`src/hw/rtl/plcp_pkg.sv`:
```
// Types and constants for the printer line capture port.
package plcp_pkg;

  localparam int LINE_BYTES_DEF = 32;
  localparam int IDX_W          = 5;   // line store index, up to 32 entries
  localparam int FILL_W         = 6;   // fill position, holds the line length
  localparam int QUEUE_DEPTH    = 4;
  localparam int QPTR_W         = 2;

  localparam logic [2:0] MODE_NONE       = 3'd0;
  localparam logic [2:0] MODE_EPSON      = 3'd1;
  localparam logic [2:0] MODE_EPSON_WIDE = 3'd2;
  localparam logic [2:0] MODE_HP         = 3'd3;
  localparam logic [2:0] MODE_HP_WIDE    = 3'd4;
  localparam logic [2:0] MODE_MAX        = MODE_HP_WIDE;

  localparam logic [7:0] STATUS_BASE     = 8'h3e;
  localparam logic [7:0] STATUS_NO_PRN   = 8'h40;
  localparam logic [7:0] STATUS_ONLINE   = 8'h01;
  localparam logic [7:0] BIT_BUSY        = 8'h80;
  localparam logic [7:0] BIT_STOP        = 8'h04;
  localparam logic [7:0] BIT_LINE_END    = 8'h02;
  localparam logic [3:0] GATHER_BITS     = 4'd8;
  localparam logic [3:0] ROW_LIMIT       = 4'd8;

  typedef enum logic [1:0] {
    OP_STATUS = 2'd0,
    OP_GATHER = 2'd1,
    OP_LINE   = 2'd2
  } op_kind_t;

  // One request handed from the front to the back.
  typedef struct packed {
    op_kind_t         kind;
    logic             wr_en;   // write the line store entry
    logic             or_en;   // merge with the entry instead of overwrite
    logic             flush;   // read the line out after the write
    logic [IDX_W-1:0] idx;
    logic [7:0]       data;
    logic [2:0]       mode;
    logic [3:0]       rows;
    logic [31:0]      tick;
  } op_t;

  typedef struct packed {
    logic        kind;
    logic [7:0]  data;
    logic [2:0]  mode;
    logic [3:0]  rows;
    logic [31:0] tick;
    logic [6:0]  len;
    logic        last;
  } res_t;

endpackage

```
`src/hw/rtl/plcp_front.sv`:
```
// Front end: accepts port requests, tracks motor/row/gather state, issues store ops.
module plcp_front
  import plcp_pkg::*;
#(
  parameter int LINE_BYTES = LINE_BYTES_DEF
) (
  input  logic        clk,
  input  logic        rst,
  input  logic        cfg_clear,
  input  logic [2:0]  cfg_wdata,
  input  logic        in_valid,
  output logic        in_ready,
  input  logic        command,
  input  logic [7:0]  data_byte,
  input  logic [31:0] tick_stamp,
  input  logic        q_full,
  output logic        push,
  output op_t         push_op
);

  localparam logic [FILL_W-1:0] FILL_RESET = FILL_W'(LINE_BYTES);

  logic [2:0]        mode;
  logic [FILL_W-1:0] fill, fill_next;
  logic [3:0]        row, row_next;
  logic              motor, motor_next;
  logic [7:0]        last_written, last_written_next;
  logic [7:0]        gather, gather_next;
  logic [3:0]        gathered, gathered_next;

  logic              accept;
  logic              op_valid;
  logic [7:0]        pixel, rotated;
  logic [15:0]       doubled;
  logic [FILL_W-1:0] idx;
  logic [3:0]        row_adv;
  logic [7:0]        gather_shift;
  logic [3:0]        gathered_inc;

  assign in_ready = !q_full;
  assign accept   = in_valid && in_ready;
  assign push     = accept && op_valid;

  always_comb begin
    pixel        = (mode == MODE_EPSON_WIDE) ? ((data_byte >> 1) | data_byte) : data_byte;
    doubled      = {pixel, pixel} >> row[2:0];
    rotated      = doubled[7:0];
    idx          = fill - FILL_W'(1);
    row_adv      = row + {1'b0, mode};
    gather_shift = {gather[6:0], data_byte[7]};
    gathered_inc = gathered + 4'd1;
  end

  always_comb begin
    fill_next         = fill;
    row_next          = row;
    motor_next        = motor;
    last_written_next = last_written;
    gather_next       = gather;
    gathered_next     = gathered;
    op_valid          = 1'b0;
    push_op           = '0;
    push_op.kind      = OP_STATUS;
    push_op.mode      = mode;
    push_op.rows      = row;
    push_op.tick      = tick_stamp;
    if (accept) begin
      if (command) begin
        op_valid     = 1'b1;
        push_op.mode = MODE_NONE;
        push_op.rows = 4'd0;
        push_op.tick = 32'd0;
        if (mode == MODE_NONE) begin
          push_op.data = STATUS_BASE | STATUS_NO_PRN;
        end else begin
          push_op.data = STATUS_BASE | STATUS_ONLINE | (last_written & BIT_BUSY);
        end
      end else begin
        last_written_next = data_byte;
        if ((data_byte & BIT_STOP) != 8'd0) begin
          if (motor) begin
            if (mode >= MODE_HP) begin
              if (gathered != 4'd0) begin
                op_valid      = 1'b1;
                push_op.kind  = OP_GATHER;
                push_op.data  = gather;
                gather_next   = 8'd0;
                gathered_next = 4'd0;
              end
            end else if (fill != FILL_RESET) begin
              // partial line: store and row cleared, fill position kept
              op_valid      = 1'b1;
              push_op.kind  = OP_LINE;
              push_op.flush = 1'b1;
              row_next      = 4'd0;
            end
            motor_next = 1'b0;
          end
        end else if (mode == MODE_NONE) begin
          // only the last written byte is recorded
        end else if (!motor) begin
          motor_next = 1'b1;
        end else if (mode >= MODE_HP) begin
          if (gathered_inc == GATHER_BITS) begin
            op_valid      = 1'b1;
            push_op.kind  = OP_GATHER;
            push_op.data  = gather_shift;
            gather_next   = 8'd0;
            gathered_next = 4'd0;
          end else begin
            gather_next   = gather_shift;
            gathered_next = gathered_inc;
          end
        end else begin
          op_valid      = 1'b1;
          push_op.kind  = OP_LINE;
          push_op.wr_en = 1'b1;
          push_op.or_en = (row != 4'd0);
          push_op.idx   = idx[IDX_W-1:0];
          push_op.data  = rotated;
          if (idx == '0) begin
            fill_next  = FILL_RESET;
            motor_next = 1'b0;
            if (((data_byte & BIT_LINE_END) != 8'd0) || (row_adv >= ROW_LIMIT)) begin
              push_op.flush = 1'b1;
              push_op.rows  = row_adv;
              row_next      = 4'd0;
            end else begin
              row_next = row_adv;
            end
          end else begin
            fill_next = idx;
          end
        end
      end
    end
  end

  always_ff @(posedge clk) begin
    if (rst || cfg_clear) begin
      mode         <= rst ? MODE_NONE : cfg_wdata;
      fill         <= FILL_RESET;
      row          <= 4'd0;
      motor        <= 1'b0;
      last_written <= 8'd0;
      gather       <= 8'd0;
      gathered     <= 4'd0;
    end else begin
      fill         <= fill_next;
      row          <= row_next;
      motor        <= motor_next;
      last_written <= last_written_next;
      gather       <= gather_next;
      gathered     <= gathered_next;
    end
  end

endmodule

```
`src/hw/rtl/plcp_queue.sv`:
```
// Short request queue between front and back.
module plcp_queue
  import plcp_pkg::*;
(
  input  logic clk,
  input  logic rst,
  input  logic push,
  input  op_t  push_op,
  input  logic pop,
  output op_t  head_op,
  output logic empty,
  output logic full
);

  op_t               slots [QUEUE_DEPTH];
  logic [QPTR_W-1:0] wr_ptr, rd_ptr;
  logic [QPTR_W:0]   count;

  assign empty   = (count == '0);
  assign full    = (count == (QPTR_W + 1)'(QUEUE_DEPTH));
  assign head_op = slots[rd_ptr];

  always_ff @(posedge clk) begin
    if (push) begin
      slots[wr_ptr] <= push_op;
    end
  end

  always_ff @(posedge clk) begin
    if (rst) begin
      wr_ptr <= '0;
      rd_ptr <= '0;
      count  <= '0;
    end else begin
      if (push) begin
        wr_ptr <= wr_ptr + QPTR_W'(1);
      end
      if (pop) begin
        rd_ptr <= rd_ptr + QPTR_W'(1);
      end
      count <= count + (QPTR_W + 1)'(push) - (QPTR_W + 1)'(pop);
    end
  end

endmodule

```
`src/hw/rtl/plcp_back.sv`:
```
// Back end: line store, line readout sequencer and output register.
module plcp_back
  import plcp_pkg::*;
#(
  parameter int LINE_BYTES = LINE_BYTES_DEF
) (
  input  logic clk,
  input  logic rst,
  input  logic cfg_clear,
  input  op_t  head_op,
  input  logic q_empty,
  output logic pop,
  output logic out_valid,
  input  logic out_ready,
  output res_t res
);

  localparam int AW = (LINE_BYTES > 1) ? $clog2(LINE_BYTES) : 1;
  localparam logic [IDX_W-1:0] LAST_IDX = IDX_W'(LINE_BYTES - 1);

  typedef enum logic [1:0] {
    BK_IDLE  = 2'b01,
    BK_FLUSH = 2'b10
  } back_state_t;

  back_state_t           state;
  logic [7:0]            store [LINE_BYTES];
  logic [LINE_BYTES-1:0] filled;
  logic [IDX_W-1:0]      cnt;
  logic                  second_pass;
  logic                  wide;
  logic [2:0]            run_mode;
  logic [3:0]            run_rows;
  logic [31:0]           run_tick;

  logic             can_load;
  logic             take;
  logic             store_wr;
  logic             start_flush;
  logic             run_last;
  logic             load_single;
  logic             load_run;
  logic [IDX_W-1:0] rd_idx;
  logic [AW-1:0]    ra;
  logic [7:0]       rd_byte;
  logic [7:0]       wr_byte;
  logic [6:0]       run_len;

  assign can_load    = !out_valid || out_ready;
  assign take        = (state == BK_IDLE) && !q_empty;
  assign pop         = take && ((head_op.kind == OP_LINE) || can_load);
  assign store_wr    = take && (head_op.kind == OP_LINE) && head_op.wr_en;
  assign start_flush = take && (head_op.kind == OP_LINE) && head_op.flush;
  assign load_single = pop && (head_op.kind != OP_LINE);
  assign load_run    = (state == BK_FLUSH) && can_load;

  // one read port: readout counter while flushing, else the merge target
  assign rd_idx   = (state == BK_FLUSH) ? cnt : head_op.idx;
  assign ra       = rd_idx[AW-1:0];
  assign rd_byte  = filled[ra] ? store[ra] : 8'h00;
  assign wr_byte  = (head_op.or_en ? rd_byte : 8'h00) | head_op.data;
  assign run_len  = wide ? 7'(2 * LINE_BYTES) : 7'(LINE_BYTES);
  assign run_last = (cnt == LAST_IDX) && (second_pass || !wide);

  always_ff @(posedge clk) begin
    if (store_wr) begin
      store[ra] <= wr_byte;
    end
  end

  always_ff @(posedge clk) begin
    if (start_flush) begin
      wide     <= (head_op.mode == MODE_EPSON_WIDE);
      run_mode <= head_op.mode;
      run_rows <= head_op.rows;
      run_tick <= head_op.tick;
    end
    if (load_single) begin
      res.kind <= (head_op.kind == OP_GATHER);
      res.data <= head_op.data;
      res.mode <= head_op.mode;
      res.rows <= head_op.rows;
      res.tick <= head_op.tick;
      res.len  <= (head_op.kind == OP_GATHER) ? 7'd1 : 7'd0;
      res.last <= (head_op.kind == OP_GATHER);
    end else if (load_run) begin
      res.kind <= 1'b1;
      res.data <= rd_byte;
      res.mode <= run_mode;
      res.rows <= run_rows;
      res.tick <= run_tick;
      res.len  <= run_len;
      res.last <= run_last;
    end
  end

  always_ff @(posedge clk) begin
    if (rst) begin
      state       <= BK_IDLE;
      filled      <= '0;
      cnt         <= '0;
      second_pass <= 1'b0;
      out_valid   <= 1'b0;
    end else begin
      if (load_single || load_run) begin
        out_valid <= 1'b1;
      end else if (out_ready) begin
        out_valid <= 1'b0;
      end
      if (cfg_clear) begin
        filled <= '0;
      end else if (store_wr) begin
        filled[ra] <= 1'b1;
      end
      unique case (state)
        BK_IDLE: begin
          if (start_flush) begin
            state       <= BK_FLUSH;
            cnt         <= '0;
            second_pass <= 1'b0;
          end
        end
        BK_FLUSH: begin
          if (load_run) begin
            if (run_last) begin
              state  <= BK_IDLE;
              filled <= '0;
            end else if (cnt == LAST_IDX) begin
              cnt         <= '0;
              second_pass <= 1'b1;
            end else begin
              cnt <= cnt + IDX_W'(1);
            end
          end
        end
        default: begin
          state <= BK_IDLE;
        end
      endcase
    end
  end

endmodule

```
`src/hw/rtl/printer_line_capture_port_unit.sv`:
```
// Printer line capture port: top level joining front end, request queue and back end.
// Takes one port request per cycle while the 4-entry request queue has room. A status read
// or a completed 8-bit HP gather gives one registered result. A line flush streams the
// line store out at one byte per cycle while out_ready is high, from a single read port:
// LINE_BYTES results, or 2*LINE_BYTES in Epson enlarged mode, and the queue fills behind
// it while that runs. The store is cleared through per-entry valid flags, so reset needs
// no clearing pass. Mode writes above 4 are ignored; others reset the front end and store.
module printer_line_capture_port_unit
  import plcp_pkg::*;
#(
  parameter int LINE_BYTES = LINE_BYTES_DEF
) (
  input  logic        clk,
  input  logic        rst,
  input  logic        cfg_we,
  input  logic [2:0]  cfg_wdata,
  input  logic        in_valid,
  output logic        in_ready,
  input  logic        command,
  input  logic [7:0]  data_byte,
  input  logic [31:0] tick_stamp,
  output logic        out_valid,
  input  logic        out_ready,
  output logic        result_kind,
  output logic [7:0]  out_byte,
  output logic [2:0]  flush_mode,
  output logic [3:0]  flush_rows,
  output logic [31:0] flush_tick,
  output logic [6:0]  flush_length,
  output logic        last_of_run
);

  logic cfg_clear;
  logic push, pop, q_empty, q_full;
  op_t  push_op, head_op;
  res_t res;

  assign cfg_clear = cfg_we && (cfg_wdata <= MODE_MAX);

  plcp_front #(.LINE_BYTES(LINE_BYTES)) u_front (
    .clk        (clk),
    .rst        (rst),
    .cfg_clear  (cfg_clear),
    .cfg_wdata  (cfg_wdata),
    .in_valid   (in_valid),
    .in_ready   (in_ready),
    .command    (command),
    .data_byte  (data_byte),
    .tick_stamp (tick_stamp),
    .q_full     (q_full),
    .push       (push),
    .push_op    (push_op)
  );

  plcp_queue u_queue (
    .clk     (clk),
    .rst     (rst),
    .push    (push),
    .push_op (push_op),
    .pop     (pop),
    .head_op (head_op),
    .empty   (q_empty),
    .full    (q_full)
  );

  plcp_back #(.LINE_BYTES(LINE_BYTES)) u_back (
    .clk       (clk),
    .rst       (rst),
    .cfg_clear (cfg_clear),
    .head_op   (head_op),
    .q_empty   (q_empty),
    .pop       (pop),
    .out_valid (out_valid),
    .out_ready (out_ready),
    .res       (res)
  );

  assign result_kind  = res.kind;
  assign out_byte     = res.data;
  assign flush_mode   = res.mode;
  assign flush_rows   = res.rows;
  assign flush_tick   = res.tick;
  assign flush_length = res.len;
  assign last_of_run  = res.last;

endmodule

```
`config.mk`:
```
export PLATFORM = sky130hd
export DESIGN_NAME = printer_line_capture_port_unit
export DESIGN_NICKNAME = d
export VERILOG_FILES = /design/src/hw/rtl/plcp_pkg.sv /design/src/hw/rtl/plcp_front.sv /design/src/hw/rtl/plcp_queue.sv /design/src/hw/rtl/plcp_back.sv /design/src/hw/rtl/printer_line_capture_port_unit.sv
export SDC_FILE = /design/constraint.sdc
export NUM_CORES = 1
export LEC_CHECK = 0
export BUFFER_PORTS_ARGS = -buffer_cell sky130_fd_sc_hd__buf_4
export CAP_MARGIN = 20
export CELL_PAD_IN_SITES_DETAIL_PLACEMENT = 1
export CELL_PAD_IN_SITES_GLOBAL_PLACEMENT = 2
export CORE_ASPECT_RATIO = 1.75
export CORE_MARGIN = 4
export CORE_UTILIZATION = 41
export DETAILED_ROUTE_END_ITERATION = 12
export GPL_TIMING_DRIVEN = 0
export PLACE_DENSITY_LB_ADDON = 0.15
export SETUP_SLACK_MARGIN = 0.1
export SYNTH_ARGS = -nofsm -noshare
export SYNTH_HDL_FRONTEND = slang
export SYNTH_SLANG_ARGS = --single-unit
```
`constraint.sdc`:
```
create_clock -name clk -period 7.1 [get_ports clk]
set_clock_uncertainty 0.05 [all_clocks]
set_input_delay 0.71 -clock clk [delete_from_list [all_inputs] [get_ports clk]]
set_output_delay 0.71 -clock clk [all_outputs]
set_load 0.1 [all_outputs]
```
# Yosys cells after proc, flatten, opt, wreduce, memory -nomap -nowiden
# Memory sizes are Yosys's and may differ from the RTL's. A register that Yosys moved wholly into a read port is not among the register bits.
# Index checks and enable logic that the tools add are counted.
totals:
  output_inout_bits: 58
  inputBits: 49
  reg_bits: 178
  memories: 2
  ram_bits: 484
  elab_cells: 224
classes:
  reduce_logical: 39
  addsub: 8
  bitwise_logic: 7
  n_shift: 1
  muxes: 117
  order_cmp: 5
  eq_ne: 19
memory_table:
  columns: ["memory", "words", "width", "rd", "rd_clocked_by_memory_dff", "wr", "line", "source"]
  rows:
  - ["u_back.store", 32, 8, 1, 0, 1, "plcp_back.sv:27", "logic [7:0] store [LINE_BYTES];"]
  - ["u_queue.slots", 4, 57, 1, 1, 1, "plcp_queue.sv:15", "op_t slots [QUEUE_DEPTH];"]
ops:
  columns: ["cell", "count"]
  rows:
  - ["$mux 32", 6]
  - ["$mux 8", 20]
  - ["$mux 56", 2]
  - ["$mux 4", 24]
  - ["$mux 57", 1]
  - ["$mux 1", 36]
  - ["$mux 18", 2]
  - ["$or 32x32->32", 1]
  - ["$mux 5", 6]
  - ["$mux 2", 11]
  - ["$shr 16x3->8", 1]
  - ["$logic_and 1x1->1", 12]
  - ["$reduce_and 6->1", 2]
  - ["$mux 10", 1]
  - ["$ne 2x1->1 const B", 5]
  - ["$pmux 5 s2", 1]
  - ["$ne 2x2->1 const B", 4]
  - ["$or 7x8->8", 1]
  - ["$or 8x8->8", 1]
  - ["$reduce_bool 2->1", 4]
  - ["$reduce_bool 4->1", 2]
  - ["$mux 7", 1]
  - ["$reduce_and 7->1", 1]
  - ["$eq 3x2->1 const B", 2]
  - ["33 further kinds", 49]

# Logic depth before layout (Yosys ltp)
depth:
  ltp_word: 12
  mapped_depth: 15
  depth_no_buf: 14

# By module
# Synthesis repeated with hierarchy kept, for this count alone.
hier_totals:
  hier_cells: 1873
  hier_area_um2: 27064.7
modules_own_cells:
  columns: ["module", "n_inst", "seq_area_each_um2", "area_per_inst_um2", "cells_each"]
  rows:
  - ["plcp_back", 1, 11270.8, 15563.7, 1148]
  - ["plcp_queue", 1, 7026.7, 8657.1, 339]
  - ["plcp_front", 1, 570.5, 2832.7, 384]
  - ["printer_line_capture_port_unit", 1, 0.0, 11.3, 2]

# Worst setup path after synthesis
# No wires, ideal clock.
synth_timing:
  kind: "reg-to-reg"
  from: "reg u_back.out_valid"
  to: "reg u_back.res[0] (netlist name)"
  synth_period_minus_slack_ns: 5.238
  stages_incl_launch_ff: 3
  t_required_ns: 6.516
  n_path_buf: 0
  setup_time_ns: 0.534
  setup_slack_ns: 1.862
  t_arrival_ns: 4.655
  path_cell_list: "dfxtp_1 > nor2b_1 > o21ai_0"
synth_between:
  elab_chain_cells: 6
  elab_cells_between_ends: 7
  classes_between: "reduce/logical: 7"
synth_rtl:
  columns: ["item", "line", "source"]
  rows:
  - ["from (decl)", "plcp_back.sv:13", "output logic out_valid,"]
  - ["from (signal assigned)", "plcp_back.sv:103", "out_valid <= 1'b0;"]
  - ["from (signal assigned)", "plcp_back.sv:106", "out_valid <= 1'b1;"]
  - ["from (signal assigned)", "plcp_back.sv:108", "out_valid <= 1'b0;"]
  - ["$logic_not 1->1 *", "plcp_back.sv:49", "assign can_load = !out_valid || out_ready;"]
  - ["$logic_or 1x1->1 *", "plcp_back.sv:49", null]
  - ["$logic_or 1x1->1", "plcp_back.sv:51", "assign pop = take && ((head_op.kind == OP_LINE) || can_load);"]
  - ["$logic_and 1x1->1", "plcp_back.sv:51", null]
  - ["$logic_and 1x1->1", "plcp_back.sv:54", "assign load_single = pop && (head_op.kind != OP_LINE);"]
  - ["$reduce_bool 2->1 (no line) *", null, null]
# Mark *: on every way between the ends. The rest lies on a longest branch, timed or not.
# A chain may end at the register's enable or synchronous reset.

==> impl_metrics.csv <==
group,metric,value,unit
power_and_ir_drop,internal_power,8190,µW
placed_design,placed_cell_area,0.0283,mm²
final_layout,area_growth,15.5,%
grt,grt_max_degree,54,
clock_tree,htreeDepth,2,
yosys,synth_cell_type_count,65,
yosys,syn_area_per_cell,17.3,µm²
setup_path,worst-path-buf-inv,5,
grt,grt-ovfl-total,0,
final_layout,diodes,0,
placed_design,io_buffers,101,
worst_hold_path,hold_path_class,"primary input to register",
timing,worst_slew_pin_slew,1.06,ns
timing,fin_tns_setup,0,ns
die,io_pins,107,
clock_tree,numClockSinks,653,
yosys,ys.flop_type,"edfxtp_1",
power_and_ir_drop,p_switching,5130,µW
yosys,syn_area,0.0261,mm²
yosys,synth-async-reset-ratio,0,%
drt,dr.max_layer_used,"met5",
yosys,synth-xor-area-share,0.403,%
grt,grt_pass1_vias,15256,
yosys,synth_cells,1506,
grt,grt_pass1_wl,98.9,mm
clock_tree,cts_tree,"done",
timing,maxSlewViolCount,0,
clock_tree,cts_max_path_buffers,3,
drt,wl,65.9,mm
die,die-height,341,µm
drt,drc,0,
placed_design,hpwl,47.1,mm
drt,wl_met3,2.18,mm
die,rows,122,
timing,setup_viol_count_final,0,
timing,relSlewSlack,28.7,%
yosys,synth-edff-count,579,
setup_path,critical-path-top-delay-family,"compound AO/OA/AOI/OAI gates",
setup_path,crit_arrival,4.80,ns
clock_tree,worstSkewPairLatency,0.62,ns
setup_path,critPathMaxFanout,17,
timing,hold_viol,0,
placed_design,gp_congestion,0.850,
power_and_ir_drop,power_frac_seq,38.0,%
drt,detail_route.vias_per_cell,5.43,
setup_path,required,7.52,ns
drt,routedWlPerCell,26.0,µm
drt,wl_met1,24.2,mm
yosys,synth_top_family_by_area,"multiplexers",
yosys,ys_seq_elements,653,
die,start_util,41.3,%
drt,vias,13775,
setup_path,critPathLaunchType,"register",
setup_path,end_kind,"register",
grt,grt_usage,19.7,%
yosys,yosysSeqAreaShare,72.4,%
power_and_ir_drop,clock_power_share,22.9,%
clock_tree,cts_made_buffers,58,
grt,antenna_found_initial,4,
final_layout,post-route-util,47.7,%
setup_path,path_class,"register to register",
power_and_ir_drop,p_leak,0.0102,µW
yosys,ys_warn_count,0,
power_and_ir_drop,ir_drop,417,µV
timing,finalCritPeriodShare,61.7,%
yosys,yosys.area_share.simple,6.89,%
timing,min_period,4.38,ns
power_and_ir_drop,power_frac_comb,39.1,%
yosys,synth-compound-area-share,4.86,%
power_and_ir_drop,swShare,38.5,%
setup_path,path_common_cell,"buf_6",
clock_tree,cts.hold.buffers_added,0,
clock_tree,cts.repair.resized,0,
clock_tree,root_buffer,"clkbuf_16",
final_layout,nFillCells,6010,
final_layout,final_nets,1753,
timing,rsz0062_at_grt,"false",
die,die_w,199,µm
setup_path,worstPathCellList,"buf_6 -> buf_6 -> mux2i_1 -> nand3b_1 -> o211ai_2 -> buf_6 -> buf_2 -> mux4_2 -> o22ai_1 -> or4_1 -> o31ai_4 -> buf_16",
die,fp.dieArea,0.0678,mm²
yosys,synth.mux.area_fraction,12.3,%
drt,postRouteAntennaNets,0,
timing,timing.fmax,228,MHz
clock_tree,postCtsSetupRepairBufs,0,
setup_path,critPathMaxStageDelay,0.91,ns
run_status,status,"completed",
yosys,synthAdderAreaFrac,0.970,%
die,core,0.0630,mm²
run,cap_violations,0,
final_layout,final_area,0.0301,mm²
power_and_ir_drop,p_total,13300,µW
drt,dr_wl_met2,36.4,mm
final_layout,drive_above_1_share,23.7,%
clock_tree,cts.clk_slew.worst_paths,0.07,ns
drt,firstDrtPassIters,6,
drt,drtIter0Drc,700,
setup_path,slowest_stage,"o31ai_4",
power_and_ir_drop,powerDensity,443,mW/mm²
## metal layers
layer | vias up | global-route usage, %
li1 | 6244 | -
met1 | 7112 | 22.2
met2 | 294 | 36.8
met3 | 123 | 2.55
met4 | 2 | 8.51
met5 | - | 0
## final cells by class
| class | instances | area (µm²) | area share (%) |
|---|---|---|---|
| Timing Repair Buffer | 116 | 1100 | 3.65 |
| Inverter | 33 | 124 | 0.412 |
| Clock buffer | 76 | 1540 | 5.12 |
| Sequential cell | 653 | 18900 | 62.7 |
| Buffer | 79 | 440 | 1.46 |
| Clock inverter | 31 | 260 | 0.865 |
| Multi-Input combinational cell | 744 | 6760 | 22.5 |
| Tap cell | 806 | 1010 | 3.35 |
## cells in the mapped netlist (10+ instances only)
| master | number | share of area [%] |
|---|---|---|
| edfxtp_1 | 579 | 67 |
| clkbuf_1 | 38 | 0.55 |
| or4_1 | 11 | 0.32 |
| buf_2 | 12 | 0.23 |
| o21ai_0 | 10 | 0.19 |
| mux2i_1 | 17 | 0.65 |
| inv_1 | 32 | 0.46 |
| ha_1 | 17 | 0.82 |
| o31ai_2 | 10 | 0.48 |
| and2_1 | 42 | 1.0 |
| mux4_2 | 128 | 11 |
| nand3_1 | 12 | 0.23 |
| dfxtp_1 | 74 | 5.7 |
| a22oi_1 | 12 | 0.35 |
| a21oi_1 | 24 | 0.46 |
| nor2_1 | 92 | 1.3 |
| o22ai_1 | 33 | 0.79 |
| nor3_1 | 13 | 0.25 |
| buf_4 | 10 | 0.29 |
| nand2_1 | 155 | 2.2 |
| o21a_1 | 34 | 0.98 |
## worst reg2reg max path, stage by stage (launching register included)
cell,delay (ns)
dfxtp_1,0.33
buf_6,0.15
buf_6,0.19
mux2i_1,0.25
nand3b_1,0.13
o211ai_2,0.21
buf_6,0.25
buf_2,0.36
mux4_2,0.31
o22ai_1,0.22
or4_1,0.65
o31ai_4,0.91
buf_16,0.23
## worst paths after layout
path	endpoint	from	slack [ns]	depth (start not counted)
worst min-delay path	u_queue.count[0]$_SDFF_PP0_	rst	0.30	2
worst min register to register	u_back.second_pass$_SDFFE_PP0P_	u_back.second_pass$_SDFFE_PP0P_	0.40	2
worst max-delay path	u_back.store[18][4]$_DFFE_PP_	register	2.72	12
worst max register to register	u_back.store[18][4]$_DFFE_PP_	register	2.72	12
## metrics by stage
| stage | hold slack (ns) | setup WS [ns] | cells |
|---|---|---|---|
| 4_1_cts | 0.279 | 2.69 | 2538 |
| 3_5_place_dp | 0.398 | 2.70 | 2431 |
| 3_3_place_gp | 0.389 | -1.40 | 2416 |
| 2_1_floorplan | 0.377 | 1.86 | 1509 |
| 5_1_grt | 0.288 | 2.57 | 2538 |
| 6_report | 0.303 | 2.72 | 2538 |
## flip-flops by register name, indices dropped and copies added (netlist names), 2 cells and up, named ones only
name	count
u_back.cnt	5
u_front.gathered	4
u_back.state	2
u_queue.rd_ptr	2
u_queue.slots	228
u_back.res	52
u_back.filled	32
u_back.run_tick	32
u_front.row	4
u_back.run_mode	3
u_front.fill	6
u_front.gather	8
u_queue.count	3
u_back.run_rows	4
u_queue.wr_ptr	2
u_front.mode	3
u_back.store	256
## power groups by stage
stage	registers, µW	clock network, µW	logic [µW]
after floorplan	6330	0	2250
after global placement	5260	0	4890
after detailed placement	5150	0	5310
after CTS	5070	3130	5330
after global routing	5090	3270	5530
final	5070	3050	5210
## cells by family after synthesis
logic type	count (synthesis)
simple gates	380
buf+inv	112
xor+xnor	12
flops	653
mux	155
fa+ha+maj	19
other cells	1
compound gates	174
## cells in the final DEF, fill, tap and decap left out, types with 6 or more instances in the layout
cell	synthesis	final
edfxtp_1	579	579
clkbuf_1	38	55
mux2_2	7	7
buf_6	8	8
nand3b_1	6	6
ha_1	17	17
mux2i_1	17	17
clkbuf_16	0	59
a22oi_1	12	12
clkinv_2	0	16
o31ai_4	0	8
nor2b_1	9	9
o22ai_1	33	33
buf_4	10	111
buf_1	8	8
o31ai_2	10	8
buf_16	0	8
nand2b_1	7	7
o21ai_0	10	8
nor3_1	13	13
a221oi_1	8	8
nor2_1	92	92
nand2_1	155	155
a21o_1	7	7
and2_1	42	38
a211oi_1	8	8
a21oi_1	24	24
nand3_1	12	12
inv_1	32	32
mux4_2	128	128
o21a_1	34	34
dfxtp_1	74	74
buf_2	12	12
or4_1	11	11
xor2_1	8	8
Power figures use the tool's default switching activity.
